--- src/rtl/tbh_pkg.sv ---
`timescale 1ns / 1ps

package tbh_pkg;

    localparam int BYTE_W  = 8;
    localparam int COUNT_W = 4;
    localparam int POS_X_W = 9;
    localparam int HIST_N  = 4;
    localparam int CFG_IDX_W = 2;

    localparam logic [BYTE_W-1:0]  RST_FIRST_HEADER  = 8'h2C;
    localparam logic [BYTE_W-1:0]  RST_SECOND_HEADER = 8'h12;
    localparam logic [BYTE_W-1:0]  RST_END_MARKER    = 8'h5B;
    localparam logic [COUNT_W-1:0] RST_MAX_FRAME_LEN = 4'd10;
    localparam logic [COUNT_W-1:0] COUNT_MAX         = 4'd15;

    typedef enum logic [CFG_IDX_W-1:0] {
        CFG_FIRST_HEADER  = 2'd0,
        CFG_SECOND_HEADER = 2'd1,
        CFG_END_MARKER    = 2'd2,
        CFG_MAX_FRAME_LEN = 2'd3
    } t_cfg_idx;

    typedef enum logic [1:0] {
        PH_IDLE  = 2'd0,
        PH_HEAD1 = 2'd1,
        PH_FRAME = 2'd2,
        PH_DONE  = 2'd3
    } t_phase;

    typedef struct packed {
        logic [BYTE_W-1:0]  first_header;
        logic [BYTE_W-1:0]  second_header;
        logic [BYTE_W-1:0]  end_marker;
        logic [COUNT_W-1:0] max_frame_len;
    } t_cfg;

    typedef struct packed {
        logic [POS_X_W-1:0] pos_x;
        logic [BYTE_W-1:0]  pos_y;
        logic [BYTE_W-1:0]  box_w;
        logic [BYTE_W-1:0]  box_h;
        logic               end_ok;
    } t_result;

endpackage

--- src/rtl/tbh_cfg.sv ---
`timescale 1ns / 1ps

module tbh_cfg
    import tbh_pkg::*;
(
    input  logic                 i_clk,
    input  logic                 i_rst_n,
    input  logic                 i_cfg_we,
    input  logic [CFG_IDX_W-1:0] i_cfg_index,
    input  logic [BYTE_W-1:0]    i_cfg_data,
    output t_cfg                 o_cfg
);

    t_cfg r_cfg;

    always_ff @(posedge i_clk) begin
        if (!i_rst_n) begin
            r_cfg.first_header  <= RST_FIRST_HEADER;
            r_cfg.second_header <= RST_SECOND_HEADER;
            r_cfg.end_marker    <= RST_END_MARKER;
            r_cfg.max_frame_len <= RST_MAX_FRAME_LEN;
        end else if (i_cfg_we) begin
            unique case (t_cfg_idx'(i_cfg_index))
                CFG_FIRST_HEADER:  r_cfg.first_header  <= i_cfg_data;
                CFG_SECOND_HEADER: r_cfg.second_header <= i_cfg_data;
                CFG_END_MARKER:    r_cfg.end_marker    <= i_cfg_data;
                CFG_MAX_FRAME_LEN: r_cfg.max_frame_len <= i_cfg_data[COUNT_W-1:0];
                default: ;
            endcase
        end
    end

    assign o_cfg = r_cfg;

endmodule

--- src/rtl/tbh_core.sv ---
`timescale 1ns / 1ps

module tbh_core
    import tbh_pkg::*;
(
    input  logic              i_clk,
    input  logic              i_rst_n,
    input  logic              i_fire,
    input  logic [BYTE_W-1:0] i_byte,
    input  t_cfg              i_cfg,
    output logic              o_emit,
    output t_result           o_result
);

    t_phase              r_phase, n_phase;
    logic [COUNT_W-1:0]  r_count, n_count;
    logic [BYTE_W-1:0]   r_hist [HIST_N];
    logic [BYTE_W-1:0]   n_hist [HIST_N];
    logic [COUNT_W-1:0]  w_count_inc;
    logic                w_is_end;
    logic                w_close;

    assign w_count_inc = (r_count < COUNT_MAX) ? r_count + 1'b1 : COUNT_MAX;
    assign w_is_end    = (i_byte == i_cfg.end_marker);
    assign w_close     = (w_count_inc >= i_cfg.max_frame_len) || w_is_end;

    // next state
    always_comb begin
        n_phase = PH_IDLE;
        unique case (r_phase)
            PH_IDLE:  n_phase = (i_byte == i_cfg.first_header) ? PH_HEAD1 : PH_IDLE;
            PH_HEAD1: n_phase = (i_byte == i_cfg.second_header) ? PH_FRAME : PH_IDLE;
            PH_FRAME: n_phase = w_close ? PH_DONE : PH_FRAME;
            PH_DONE:  n_phase = PH_IDLE;
            default:  n_phase = PH_IDLE;
        endcase
    end

    // datapath and outputs
    always_comb begin
        n_count = '0;
        for (int k = 0; k < HIST_N; k++) begin
            n_hist[k] = '0;
        end
        o_emit = 1'b0;
        unique case (r_phase)
            PH_IDLE: begin
                if (i_byte == i_cfg.first_header) begin
                    n_hist[0] = i_byte;
                    n_count   = COUNT_W'(1);
                end
            end
            PH_HEAD1: begin
                if (i_byte == i_cfg.second_header) begin
                    n_hist[0] = i_byte;
                    for (int k = 1; k < HIST_N; k++) begin
                        n_hist[k] = r_hist[k-1];
                    end
                    n_count = w_count_inc;
                end
            end
            PH_FRAME: begin
                n_hist[0] = i_byte;
                for (int k = 1; k < HIST_N; k++) begin
                    n_hist[k] = r_hist[k-1];
                end
                n_count = w_count_inc;
                o_emit  = w_close;
            end
            PH_DONE: ;
            default: ;
        endcase
        o_result.pos_x  = POS_X_W'(r_hist[3]) + POS_X_W'(r_hist[1]);
        o_result.pos_y  = r_hist[2];
        o_result.box_w  = r_hist[1];
        o_result.box_h  = r_hist[0];
        o_result.end_ok = w_is_end;
    end

    always_ff @(posedge i_clk) begin
        if (!i_rst_n) begin
            r_phase <= PH_IDLE;
            r_count <= '0;
        end else if (i_fire) begin
            r_phase <= n_phase;
            r_count <= n_count;
        end
    end

    // history is cleared on every return to idle
    always_ff @(posedge i_clk) begin
        if (i_fire) begin
            for (int k = 0; k < HIST_N; k++) begin
                r_hist[k] <= n_hist[k];
            end
        end
    end

endmodule

--- src/rtl/two_byte_header_frame_parser.sv ---
`timescale 1ns / 1ps

// channel   valid        stall        payload
// input     i_in_valid   o_in_stall   i_rx_byte
// output    o_out_valid  i_out_stall  o_pos_x, o_pos_y, o_box_w, o_box_h, o_end_ok
// config    i_cfg_we     -            i_cfg_index, i_cfg_data
//
// one byte per cycle while o_in_stall is low; a closing byte beat passes the input
// register, then the result register, before its result leaves
// reset is synchronous: parser idle, valid flags cleared, config registers at their defaults
// an output stall holds the result register while it is valid, and the input register stalls
// only while it is full and the result register cannot move

module two_byte_header_frame_parser
    import tbh_pkg::*;
(
    input  logic                 i_clk,
    input  logic                 i_rst_n,
    input  logic                 i_in_valid,
    output logic                 o_in_stall,
    input  logic [BYTE_W-1:0]    i_rx_byte,
    output logic                 o_out_valid,
    input  logic                 i_out_stall,
    output logic [POS_X_W-1:0]   o_pos_x,
    output logic [BYTE_W-1:0]    o_pos_y,
    output logic [BYTE_W-1:0]    o_box_w,
    output logic [BYTE_W-1:0]    o_box_h,
    output logic                 o_end_ok,
    input  logic                 i_cfg_we,
    input  logic [CFG_IDX_W-1:0] i_cfg_index,
    input  logic [BYTE_W-1:0]    i_cfg_data
);

    t_cfg              w_cfg;
    logic              r_in_vld;
    logic [BYTE_W-1:0] r_in_byte;
    logic              r_out_vld;
    t_result           r_out;
    logic              w_adv;
    logic              w_fire;
    logic              w_emit;
    t_result           w_result;

    tbh_cfg u_cfg (
        .i_clk       (i_clk),
        .i_rst_n     (i_rst_n),
        .i_cfg_we    (i_cfg_we),
        .i_cfg_index (i_cfg_index),
        .i_cfg_data  (i_cfg_data),
        .o_cfg       (w_cfg)
    );

    assign w_adv      = !r_out_vld || !i_out_stall;
    assign w_fire     = r_in_vld && w_adv;
    assign o_in_stall = r_in_vld && !w_adv;

    tbh_core u_core (
        .i_clk    (i_clk),
        .i_rst_n  (i_rst_n),
        .i_fire   (w_fire),
        .i_byte   (r_in_byte),
        .i_cfg    (w_cfg),
        .o_emit   (w_emit),
        .o_result (w_result)
    );

    always_ff @(posedge i_clk) begin
        if (!i_rst_n) begin
            r_in_vld <= 1'b0;
        end else if (!o_in_stall) begin
            r_in_vld <= i_in_valid;
        end
    end

    always_ff @(posedge i_clk) begin
        if (!o_in_stall && i_in_valid) begin
            r_in_byte <= i_rx_byte;
        end
    end

    always_ff @(posedge i_clk) begin
        if (!i_rst_n) begin
            r_out_vld <= 1'b0;
        end else if (w_adv) begin
            r_out_vld <= w_fire && w_emit;
        end
    end

    always_ff @(posedge i_clk) begin
        if (w_fire && w_emit) begin
            r_out <= w_result;
        end
    end

    assign o_out_valid = r_out_vld;
    assign o_pos_x     = r_out.pos_x;
    assign o_pos_y     = r_out.pos_y;
    assign o_box_w     = r_out.box_w;
    assign o_box_h     = r_out.box_h;
    assign o_end_ok    = r_out.end_ok;

endmodule

--- config.mk ---
export PLATFORM = sky130hd
export DESIGN_NAME = two_byte_header_frame_parser
export DESIGN_NICKNAME = d
export VERILOG_FILES = /design/src/rtl/tbh_pkg.sv /design/src/rtl/tbh_cfg.sv /design/src/rtl/tbh_core.sv /design/src/rtl/two_byte_header_frame_parser.sv
export SDC_FILE = /design/constraint.sdc
export NUM_CORES = 1
export LEC_CHECK = 0
export BUFFER_PORTS_ARGS = -buffer_cell sky130_fd_sc_hd__buf_2
export CAP_MARGIN = 20
export CORE_MARGIN = 3
export CORE_UTILIZATION = 58
export DETAILED_ROUTE_END_ITERATION = 12
export GPL_TIMING_DRIVEN = 0
export PLACE_DENSITY = 0.8
export SLEW_MARGIN = 20
export SYNTH_ARGS = -nofsm -noshare
export SYNTH_HDL_FRONTEND = slang
export SYNTH_HIERARCHICAL = 1
export SYNTH_SLANG_ARGS = --single-unit
--- constraint.sdc ---
create_clock -name i_clk -period 4.28 [get_ports i_clk]
set_input_delay 0.642 -clock i_clk [delete_from_list [all_inputs] [get_ports i_clk]]
set_output_delay 0.642 -clock i_clk [all_outputs]
set_load 0.01 [all_outputs]
==> summary.md, run 1 <==
| Metric | Value |
|---|---|
| Syn nets | 409 |
| Async S/R FF share, synth | 0 |
| Die Y | 96.9 microns |
| Sinks on Clock Net | 110 |
| Fin Hold WS | 0.447 ns |
| Post-CTS Setup Repair Bufs | 0 |
| Clock transition at path regs | 0.11 ns |
| Antenna diode count | 0 |
| Placed cells | 526 |
| Setup WS pre-CTS | 1.50 ns |
| Status | finished, final reports clean |
| CP endpoint kind | flop |
| Cell Count, Final, Fillers Out | 542 |
| Worst min path class | in2reg |
| CP max FO | 28 |
| Layout cell share with drive strength beyond 1 | 0.223 |
| Nets@finish | 476 |
| VDD IR max | 0.216 mV |
| Worst Path Required | 4.40 ns |
| Vias in the first global route | 2,860 |
| Top FF cell, synth | edfxtp_1 |
| R2R depth | 13 |
| Largest net degree at the start of global routing | 35 |
| CTS Buf Count | 9 |
| Power Density | 350 mW/mm^2 |
| Worst path slowest cell | dfxtp_1 |
| Reg2reg setup slack | 1.51 ns |
| Worst-Margin Slew | 0.935 ns |
| Post-synthesis sequential area ratio | 0.613 |
| Tmin final | 2.77 ns |
| Min-Delay Endpoint | r_in_byte[7] |
| Top Ports | 59 |
| Post-synthesis cell count | 368 |
| Critical Path Source Type | flop |
| Die area | 0.00940 sq mm |
| Vias/cell | 5.43 |
| CTS tree | yes |
| Critical path class | reg2reg |
| Hold path start | i_rx_byte[7] |
| R2r startpoint | u_core/r_count[0] |
| DR iter-0 viols | 89 |
| PostCTS Resize Cnt | 0 |
| EDFF count, synth | 74 |
| Row count | 32 |
| Buffers on Ports | 55 |
| Worst EP arrival | 2.89 ns |
| Root buf cell | clkbuf_8 |
| Max-cap violation count | 0 |
| Die width | 96.9 microns |
| Final Setup Violations | 0 |
| Reg2reg end | o_pos_x[6] |
| Final WL | 8360 microns |
| CTS Hold Buffers Added | 0 |
| Worst setup margin | 1.51 ns |
| Fmax | 362 MHz |
| Final Hold Viols | 0 |
| Initial antenna violation count | 0 |
| Post-route ant nets | 0 |
| CTS Buffer Depth | 2 |
| Avg Inst Size Synth | 13.0 sq um |
| Number of synthesized register bits | 110 |
| Worst-Skew Late Latency | 0.37 ns |
| Initial Utilization | 0.608 |
| RSZ-0062 raised after global routing | no |
| WL/cell | 15.4 microns |
| Area of the multi-input gates | 0.00170 sq mm |
| WHS Path Cells | 1 |
| Max-slew headroom | 0.376 |
| Via Count | 2,941 |
| Highest cell delay on the worst timing path | 0.40 ns |
| Core area | 0.00789 sq mm |
| Post-Route Skew | 0.0132 ns |
| DRC Markers | 0 |
| Initial DRT Pass Iterations | 6 |
| Hpwl dp | 6160 microns |
| GR Overflow Total | 0 |
| Fin crit share | 0.646 |
| Sequential standard cell area | 0.00294 sq mm |
| Syn. warnings | 6 |
| GP Congestion | 0.813 |
| Lkg Pwr | 2.27 nW |
| First-pass GRT wire length | 13,800 microns |
| Synthesized area | 0.00480 sq mm |
| Gr usage total | 0.181 |
| Unique masters post-synth | 44 |
| Fill cells | 561 |
| Pins over their slew limit | 0 |
| P&R area growth vs syn | 13.3% |
| H-tree depth | 3 |
| CP cell instances | ha_1, nand3_1, nand2_1, inv_1, ha_1, nand2b_1, a21o_1, a21o_1, a211o_1, and2_1, nand2_1, a21oi_4, buf_16 |
## final cells by class
cell class / count / area share
buffer: 15 / 0.0180
clock buffer: 9 / 0.0228
clock inverter: 7 / 0.0133
inverter: 18 / 0.0124
multi-input combinational: 225 / 0.313
sequential: 110 / 0.541
tap: 102 / 0.0235
timing repair buffer: 56 / 0.0557
## state kept, by name, indices dropped and copies added, names as in the netlist, named ones only
name,cells
o_pos_x,9
u_core/r_count,4
o_out_valid,1
o_box_h,8
o_box_w,8
u_core/r_phase,1
o_pos_y,8
o_end_ok,1
r_in_vld,1
r_in_byte,8
u_core/r_hist,32
u_cfg/o_cfg,28
## Yosys cell counts, types with 2 or more instances
master	count	share of area
a21oi_1	5	0.0052
buf_6	3	0.0070
nand3_1	9	0.0094
ha_1	17	0.044
inv_1	18	0.014
nand4b_1	2	0.0037
buf_2	3	0.0031
xor2_1	5	0.0091
dfxtp_1	36	0.15
xnor2_1	25	0.046
mux2i_1	25	0.052
nor2b_1	13	0.017
nand4_1	4	0.0052
nor2b_2	8	0.015
a21o_1	5	0.0078
nand4bb_1	2	0.0047
and3b_1	3	0.0055
nor4_2	2	0.0052
o21ai_0	3	0.0031
o211ai_1	5	0.0078
clkbuf_1	5	0.0039
a31oi_1	2	0.0026
a21boi_0	2	0.0031
and3_1	24	0.031
and2_1	2	0.0026
nand3b_1	4	0.0063
nand2_1	37	0.029
edfxtp_1	74	0.46
nor2_1	5	0.0039
buf_4	4	0.0063
nand2b_1	3	0.0039
## critical path, delay by kind of cell (launching register included)
kind | cells | cell delay [ns]
compound gates | 4 | 0.75
fa+ha+maj | 2 | 0.50
buf+inv | 2 | 0.24
flops | 1 | 0.40
simple gates | 5 | 0.65
## cells by family (layout without fill, tap and decap cells)
group / count (synthesis) / after routing / share of synthesized area
compound gates: 29 / 29 / 0.0433
xor+xnor: 30 / 30 / 0.0548
fa+ha+maj: 18 / 18 / 0.0485
buf+inv: 33 / 105 / 0.0344
flops: 110 / 110 / 0.613
mux: 25 / 25 / 0.0522
simple gates: 123 / 123 / 0.153
## where the power goes
group          internal (mW)  leakage, nW  switching (mW)
Combinational         0.0569         1.18          0.0637
Sequential              1.16        0.994          0.0199
Clock                  0.230       0.0970           0.374
## worst max path at each step
stage / startpoint / cells after the start / to
2_1_floorplan: u_core/r_count[0] / 12 / o_box_h[0]
3_3_place_gp: u_core/r_count[0] / 12 / o_box_h[4]
3_5_place_dp: u_core/r_count[0] / 13 / o_box_h[6]
4_1_cts: u_core/r_count[0] / 13 / o_pos_x[6]
5_1_grt: u_core/r_count[0] / 13 / o_pos_x[6]
6_report: u_core/r_count[0] / 13 / o_pos_x[6]
## layer usage
metal | global-route usage | up-vias | share of wire
li1 | - | 1445 | -
met1 | 0.235 | 1401 | 0.45
met2 | 0.302 | 80 | 0.49
met3 | 0.0389 | 15 | 0.048
met4 | 0.0594 | 0 | 0.015
met5 | 0 | - | 0
## cells in the final DEF, fill, tap and decap left out, types with 8 or more instances in the layout
cell / netlist / routed
nor2b_2: 8 / 8
ha_1: 17 / 17
nor2b_1: 13 / 13
buf_2: 3 / 58
inv_1: 18 / 18
nand2_1: 37 / 37
nand3_1: 9 / 9
dfxtp_1: 36 / 36
clkbuf_8: 0 / 9
xnor2_1: 25 / 25
edfxtp_1: 74 / 74
mux2i_1: 25 / 25
and3_1: 24 / 24
## per-stage QoR
stage | utilization | instance area, sq um | setup TNS (ns) | power (mW)
4_1_cts | 0.689 | 5440 | 0 | 1.92
3_3_place_gp | 0.659 | 5200 | -2.16 | 1.31
3_5_place_dp | 0.664 | 5240 | 0 | 1.32
2_1_floorplan | - | 4800 | 0 | 1.28
5_1_grt | 0.689 | 5440 | 0 | 1.98
6_report | 0.689 | 5440 | 0 | 1.90
Note: power is estimated with default switching activity, not from simulation.
==> run 2: changes to the inputs <==
Settings changed: ABC_AREA set to 1, CORE_UTILIZATION 58 to 53, PLACE_DENSITY 0.8 to 0.76.
Clock period 4.28 ns to 2.4 ns, I/O delays scaled along.
==> run 2 against run 1 <==
Against the previous run:
- count of clock-buffer cells in the layout increased by 1
- die area rose by 16%
- sequential power increased by 79%
- register-to-register slack got worse by 1.5 ns
- clock skew grew 0.0015 ns
- setup slack got worse by 1.5 ns
- via count rose by 23%
- clock power grew 72%
- utilization decreased by 4.6 points
- total power rose by 81%
- final cell count is 36% higher
- first-iteration DRC count grew to 2.7 times the previous value
- critical path type unchanged
==> summary.md, run 2 <==
| Metric | Value |
|---|---|
| WL/cell | 13.2 microns (was 15.4 microns) |
| Worst setup margin | 0.0280 ns (was 1.51 ns) |
| Critical path class | reg2reg (unchanged) |
| R2R depth | 12 (was 13) |
| Most frequent cells in the layout | 102 x nand2_1, 99 x inv_1, 74 x edfxtp_1 (was 74 x edfxtp_1, 58 x buf_2, 37 x nand2_1) |
| Most frequent cell after synthesis | nand2_1 (was edfxtp_1) |
| Post-synthesis sequential area ratio | 0.576 (was 0.613) |
| Unique masters post-synth | 36 (was 44) |
| Syn nets | 569 (was 409) |
| Largest net degree at the start of global routing | 22 (was 35) |
| Nets@finish | 644 (was 476) |
| Root buf cell | clkbuf_8 (unchanged) |
| Reg2reg end | o_box_h[5] (was o_pos_x[6]) |
| Final WL | 9710 microns (was 8360 microns) |
| Max-cap violation count | 0 (unchanged) |
| CTS Buf Count | 9 (unchanged) |
| Final Setup Violations | 0 (unchanged) |
| CTS Buffer Depth | 2 (unchanged) |
| Initial DRT Pass Iterations | 4 (was 6) |
| Status | finished, final reports clean (unchanged) |
| Clock transition at path regs | 0.11 ns (about the same) |
| Initial Utilization | 0.548 (was 0.608) |
| Antenna diode count | 0 (unchanged) |
| Placed cells | 715 (was 526) |
| WHS Path Cells | 1 (unchanged) |
| Hold path start | i_rx_byte[6] (was i_rx_byte[7]) |
| Die width | 104 microns (was 96.9 microns) |
| DRC Markers | 0 (unchanged) |
| Top layer in use | met4 (unchanged) |
| Ranking of synthesized cells by area | edfxtp_1 43%, dfxtp_1 14%, nand2_1 7.9% (was edfxtp_1 46%, dfxtp_1 15%, mux2i_1 5.2%) |
| Total power | 3.44 mW (was 1.90 mW) |
| Reg2reg setup slack | 0.03 ns (was 1.51 ns) |
| Hpwl dp | 7160 microns (was 6160 microns) |
| Met2 wire length | 5010 microns (was 4110 microns) |
| Avg Inst Size Synth | 9.68 sq um (was 13.0 sq um) |
| Top FF cell, synth | edfxtp_1 (unchanged) |
| Fmax | 422 MHz (was 362 MHz) |
| Lkg Pwr | 2.77 nW (was 2.27 nW) |
| CP endpoint kind | flop (unchanged) |
| Worst-Skew Late Latency | 0.36 ns (was 0.37 ns) |
| Core area | 0.00933 sq mm (was 0.00789 sq mm) |
| EDFF count, synth | 74 (unchanged) |
| Die area | 0.0109 sq mm (was 0.00940 sq mm) |
| CTS tree | yes (unchanged) |
| Layout cell share with drive strength beyond 1 | 0.255 (was 0.223) |
| Buffers on Ports | 56 (was 55) |
| R2r startpoint | u_core/r_count[0] (unchanged) |
| Number of synthesized register bits | 110 (unchanged) |
| Synth area leader | edfxtp_1 (unchanged) |
| P&R area growth vs syn | 17.5% (was 13.3%) |
| Vias/cell | 4.91 (was 5.43) |
| Most flop-heavy register | u_core/r_hist (unchanged) |
| Critical Path Source Type | flop (unchanged) |
| Fin Hold WS | 0.173 ns (was 0.447 ns) |
| Commonest cells post-synth | 107 x nand2_1, 101 x inv_1, 74 x edfxtp_1 (was 74 x edfxtp_1, 37 x nand2_1, 36 x dfxtp_1) |
| Synthesized area | 0.00511 sq mm (was 0.00480 sq mm) |
| Final Hold Viols | 0 (unchanged) |
| Post-Route Skew | 0.0147 ns (was 0.0132 ns) |
| Initial antenna violation count | 0 (unchanged) |
| Row count | 35 (was 32) |
| Max reg flops | 32 (unchanged) |
| Power Density | 573 mW/mm^2 (was 350 mW/mm^2) |
| Post-synthesis cell count | 528 (was 368) |
| GR Overflow Total | 0 (unchanged) |
| Worst-Margin Slew | 0.481 ns (was 0.935 ns) |
| H-tree depth | 3 (unchanged) |
| Via Count | 3,618 (was 2,941) |
| GP Congestion | 0.887 (was 0.813) |
| Min-Delay Endpoint | r_in_byte[6] (was r_in_byte[7]) |
| Fill cells | 771 (was 561) |
| Most common cell after layout, fill and taps aside | nand2_1 (was edfxtp_1) |
| Syn. warnings | 6 (unchanged) |
| Worst EP arrival | 2.44 ns (was 2.89 ns) |
| Met1 Routed Length | 4130 microns (was 3720 microns) |
| First-pass GRT wire length | 16,000 microns (was 13,800 microns) |
| Max-slew headroom | 0.679 (was 0.376) |
| Sinks on Clock Net | 110 (unchanged) |
| Die Y | 104 microns (was 96.9 microns) |
| Met3 wire length | 412 microns (was 403 microns) |
| Setup WS pre-CTS | -0.438 ns (was 1.50 ns) |
| Worst min path class | in2reg (unchanged) |
| Async S/R FF share, synth | 0 (unchanged) |
| DR iter-0 viols | 240 (was 89) |
| Cell Count, Final, Fillers Out | 737 (was 542) |
| Post-route ant nets | 0 (unchanged) |
| Fin crit share | 0.988 (was 0.646) |
| Top Ports | 59 (unchanged) |
| Tmin final | 2.37 ns (was 2.77 ns) |
| Gr usage total | 0.183 (was 0.181) |
| Pins over their slew limit | 0 (unchanged) |
| Synth top area share | 0.435 (was 0.463) |
| VDD IR max | 0.260 mV (was 0.216 mV) |
| RSZ-0062 raised after global routing | yes (was no) |
| CP max FO | 8 (was 28) |
| Vias in the first global route | 3,557 (was 2,860) |
| Worst Path Required | 2.47 ns (was 4.40 ns) |
## run 2: power by group
part           internal (mW)  switching, mW
sequential              2.07         0.0439
combinational          0.111          0.177
clock                  0.397          0.643
total                   2.57          0.865
## run 2: metal layers
layer | vias up | global-route usage
met5 | - | 0
met2 | 89 | 0.323
met1 | 1691 | 0.226
met4 | 0 | 0.0741
met3 | 12 | 0.0279
li1 | 1826 | -
## run 2: worst max path at each step
stage / slack [ns] / start / endpoint / cells past startpoint
5_1_grt: -0.09 / u_core/r_count[0] / o_end_ok / 14
6_report: 0.03 / u_core/r_count[0] / o_box_h[5] / 12
4_1_cts: -0.01 / u_core/r_count[0] / o_pos_x[8] / 12
3_5_place_dp: -0.44 / u_core/r_count[0] / o_pos_y[0] / 11
2_1_floorplan: -0.23 / u_core/r_count[0] / o_box_h[0] / 10
3_3_place_gp: -0.65 / u_core/r_count[0] / o_pos_y[0] / 10
## run 2: metrics by stage
step / setup TNS [ns] / utilization / instance area (sq um)
4_1_cts: -0.0992 / 0.636 / 5930
6_report: 0 / 0.644 / 6000
2_1_floorplan: -7.80 / - / 5170
3_3_place_gp: -24.45 / 0.601 / 5610
5_1_grt: -1.31 / 0.644 / 6000
3_5_place_dp: -12.12 / 0.607 / 5660
## run 2: cells by family after synthesis
logic type | Yosys count | share of synthesized area
and+or+nand+nor | 238 | 0.223
AOI/OAI and AO/OA | 34 | 0.0350
xor gates and xnor gates | 10 | 0.0171
adders and majority gates | 18 | 0.0455
DFF | 110 | 0.576
buffers and inverters | 118 | 0.104
## run 2: cell type report
class	instances	area, sq um	share of cell area
flip-flops and latches	110	2950	0.492
clock inverters	6	55.1	0.00917
repair buffers	64	383	0.0638
inverters	104	393	0.0654
multi-input cells	300	1800	0.299
well taps	129	161	0.0269
clock buffers	10	128	0.0213
plain buffers	14	138	0.0229
## run 2: timing repair
action                                 4_1_cts  5_1_grt
buffers inserted                             6        1
pin swaps                                    1        6
endpoints found under the hold margin        0        0
setup endpoints to repair                   34       34
hold buffers                                 0        0
gates cloned                                 1        0
gates resized for setup                      7       23
## run 2: critical path, cell delays in order (launching register included)
cell	delay (ns)
dfxtp_4	0.38
ha_4	0.18
xnor2_2	0.15
nand2_2	0.10
ha_4	0.28
nand2_4	0.05
o21ai_2	0.13
nor2_2	0.06
a21oi_2	0.18
inv_2	0.07
nor3_4	0.22
buf_6	0.15
buf_8	0.12
==> run 3: changes to the inputs <==
Settings changed: BUFFER_PORTS_ARGS -buffer_cell sky130_fd_sc_hd__buf_2 to unset, CORE_UTILIZATION 53 to 57, DONT_BUFFER_PORTS set to 1, PLACE_DENSITY 0.76 to 0.75.
==> run 3 against run 2 <==
Against the previous run:
- register-to-register slack hardly changed
- largest cell class unchanged
- non-clock buffer count is 57 lower
- critical path type unchanged
- utilization increased by 2.4 points
- critical endpoint is now o_pos_x[4]
==> summary.md, run 3 (synthesis gave the netlist of run 2 again) <==
| Metric | Value |
|---|---|
| CP cell instances | ha_4, xnor2_2, nand2_2, ha_4, nand2_4, o21ai_2, nor2_2, a21oi_2, inv_2, nor3_4, buf_6, buf_16 (was ha_4, xnor2_2, nand2_2, ha_4, nand2_4, o21ai_2, nor2_2, a21oi_2, inv_2, nor3_4, buf_6, buf_8) |
| Core area | 0.00846 sq mm (was 0.00933 sq mm) |
| GR Overflow Total | 0 (unchanged) |
| CP endpoint kind | flop (unchanged) |
| Final Setup Violations | 0 (unchanged) |
| Max reg flops | 32 (unchanged) |
| Die width | 101 microns (was 104 microns) |
| Gr usage total | 0.195 (was 0.183) |
| Die Y | 101 microns (was 104 microns) |
| Max-cap violation count | 0 (unchanged) |
| Via Count | 3,410 (was 3,618) |
| Antenna diode count | 0 (unchanged) |
| Fill cells | 664 (was 771) |
| Cell mode on critical path | ha_4 (unchanged) |
| Final Hold Viols | 0 (unchanged) |
| Highest cell delay on the worst timing path | 0.38 ns (about the same) |
| Total power | 3.39 mW (was 3.44 mW) |
| Cell Count, Final, Fillers Out | 656 (was 737) |
| Placed cells | 635 (was 715) |
| Top Ports | 59 (unchanged) |
| RSZ-0062 raised after global routing | yes (unchanged) |
| Buffers on Ports | 0 (was 56) |
| First-pass GRT wire length | 15,300 microns (was 16,000 microns) |
| Post-route ant nets | 0 (unchanged) |
| Vias/cell | 5.20 (was 4.91) |
| Final Cell Area | 0.00566 sq mm (was 0.00600 sq mm) |
| Worst path slowest cell | dfxtp_4 (unchanged) |
| Power Density | 600 mW/mm^2 (was 573 mW/mm^2) |
| P&R area growth vs syn | 10.6% (was 17.5%) |
| Critical path class | reg2reg (unchanged) |
| Worst-Skew Late Latency | 0.36 ns (about the same) |
| CP max FO | 10 (was 8) |
| CTS tree | yes (unchanged) |
| Max-slew headroom | 0.681 (was 0.679) |
| Fmax | 423 MHz (was 422 MHz) |
| Die area | 0.0101 sq mm (was 0.0109 sq mm) |
| Initial Utilization | 0.604 (was 0.548) |
| Largest net degree at the start of global routing | 29 (was 22) |
| Pins over their slew limit | 0 (unchanged) |
| Vias in the first global route | 3,333 (was 3,557) |
| Worst-Margin Slew | 0.479 ns (was 0.481 ns) |
| Layout cell share with drive strength beyond 1 | 0.174 (was 0.255) |
| DR iter-0 viols | 209 (was 240) |
| VDD IR max | 0.300 mV (was 0.260 mV) |
| Initial DRT Pass Iterations | 4 (unchanged) |
| Tmin final | 2.36 ns (was 2.37 ns) |
| Lkg Pwr | 2.54 nW (was 2.77 nW) |
| Sinks on Clock Net | 110 (unchanged) |
| Initial antenna violation count | 0 (unchanged) |
| Status | finished, final reports clean (unchanged) |
| Row count | 33 (was 35) |
| WL/cell | 14.2 microns (was 13.2 microns) |
| Nets@finish | 587 (was 644) |
| Most flop-heavy register | u_core/r_hist (unchanged) |
| Most frequent cells in the layout | 104 x nand2_1, 98 x inv_1, 74 x edfxtp_1 (was 102 x nand2_1, 99 x inv_1, 74 x edfxtp_1) |
| Final WL | 9310 microns (was 9710 microns) |
| Worst Path Required | 2.49 ns (was 2.47 ns) |
| CTS Hold Buffers Added | 0 (unchanged) |
| Fin crit share | 0.984 (was 0.988) |
| Worst min path class | in2reg (unchanged) |
| Post-Route Skew | 0.0101 ns (was 0.0147 ns) |
| GP Congestion | 0.872 (was 0.887) |
| Fin Hold WS | 0.0874 ns (was 0.173 ns) |
| Most common cell after layout, fill and taps aside | nand2_1 (unchanged) |
| DRC Markers | 0 (unchanged) |
| Placed cell area | 0.00534 sq mm (was 0.00566 sq mm) |
| Worst setup margin | 0.0374 ns (was 0.0280 ns) |
| Root buf cell | clkbuf_8 (unchanged) |
| Reg2reg setup slack | 0.04 ns (was 0.03 ns) |
| H-tree depth | 3 (unchanged) |
| Setup WS pre-CTS | -0.405 ns (was -0.438 ns) |
| CTS Buf Count | 9 (unchanged) |
| Clock transition at path regs | 0.10 ns (was 0.11 ns) |
| Worst EP arrival | 2.45 ns (was 2.44 ns) |
| Critical Path Source Type | flop (unchanged) |
| Hpwl dp | 6810 microns (was 7160 microns) |
| CTS Buffer Depth | 2 (unchanged) |
==> run 3: final cells by class <==
type	count	area, sq um	share of cell area
Clock inverter	6	52.6	0.00929
Multi-Input combinational cell	300	1770	0.312
Inverter	104	393	0.0695
Sequential cell	110	2950	0.522
Timing Repair Buffer	7	96.3	0.0170
Buffer	14	138	0.0243
Clock buffer	10	128	0.0226
Tap cell	105	131	0.0232
==> run 3: worst max-delay path, delay by kind of cell (launching register included) <==
family / cells / cell delay (ns)
flops: 1 / 0.38
simple gates: 4 / 0.43
buf+inv: 3 / 0.35
fa+ha+maj: 2 / 0.47
compound gates: 2 / 0.31
xor+xnor: 1 / 0.14
==> run 3: worst paths after layout <==
check                       from           end  cells after the start
min                 i_rx_byte[6]  r_in_byte[6]                      0
min reg2reg  u_core/r_hist[0][4]    o_box_h[4]                      0
max reg2reg    u_core/r_count[0]    o_pos_x[4]                     12
max            u_core/r_count[0]    o_pos_x[4]                     12
==> run 3: layer usage <==
layer | GRT usage | wire length [microns] | share of wire | vias to the layer above
li1 | - | - | - | 1715
met3 | 0.0408 | 453 | 0.049 | 13
met4 | 0.0943 | 160 | 0.017 | 0
met5 | 0 | 0 | 0 | -
met2 | 0.334 | 4740 | 0.51 | 93
met1 | 0.233 | 3950 | 0.42 | 1589
==> run 3: timing repair <==
| action | 4_1_cts | 5_1_grt |
|---|---|---|
| buffers inserted | 4 | 2 |
| cloned | 1 | 0 |
| resized for setup | 7 | 15 |
| setup endpoints to repair | 34 | 34 |
| pin swaps | 3 | 6 |
==> run 3: stage by stage <==
stage,util,setup TNS (ns)
6_report,0.668,0
5_1_grt,0.668,-0.331
4_1_cts,0.664,-0.900
3_5_place_dp,0.631,-11.10
3_3_place_gp,0.626,-24.56
2_1_floorplan,-,-7.80
==> run 3: where the power goes <==
part	switching, mW	internal, mW	leakage, nW	total (mW)
sequential	0.0422	2.07	0.991	2.11
clock	0.631	0.395	0.0854	1.03
combinational	0.162	0.0973	1.47	0.259
total	0.835	2.56	2.54	3.39
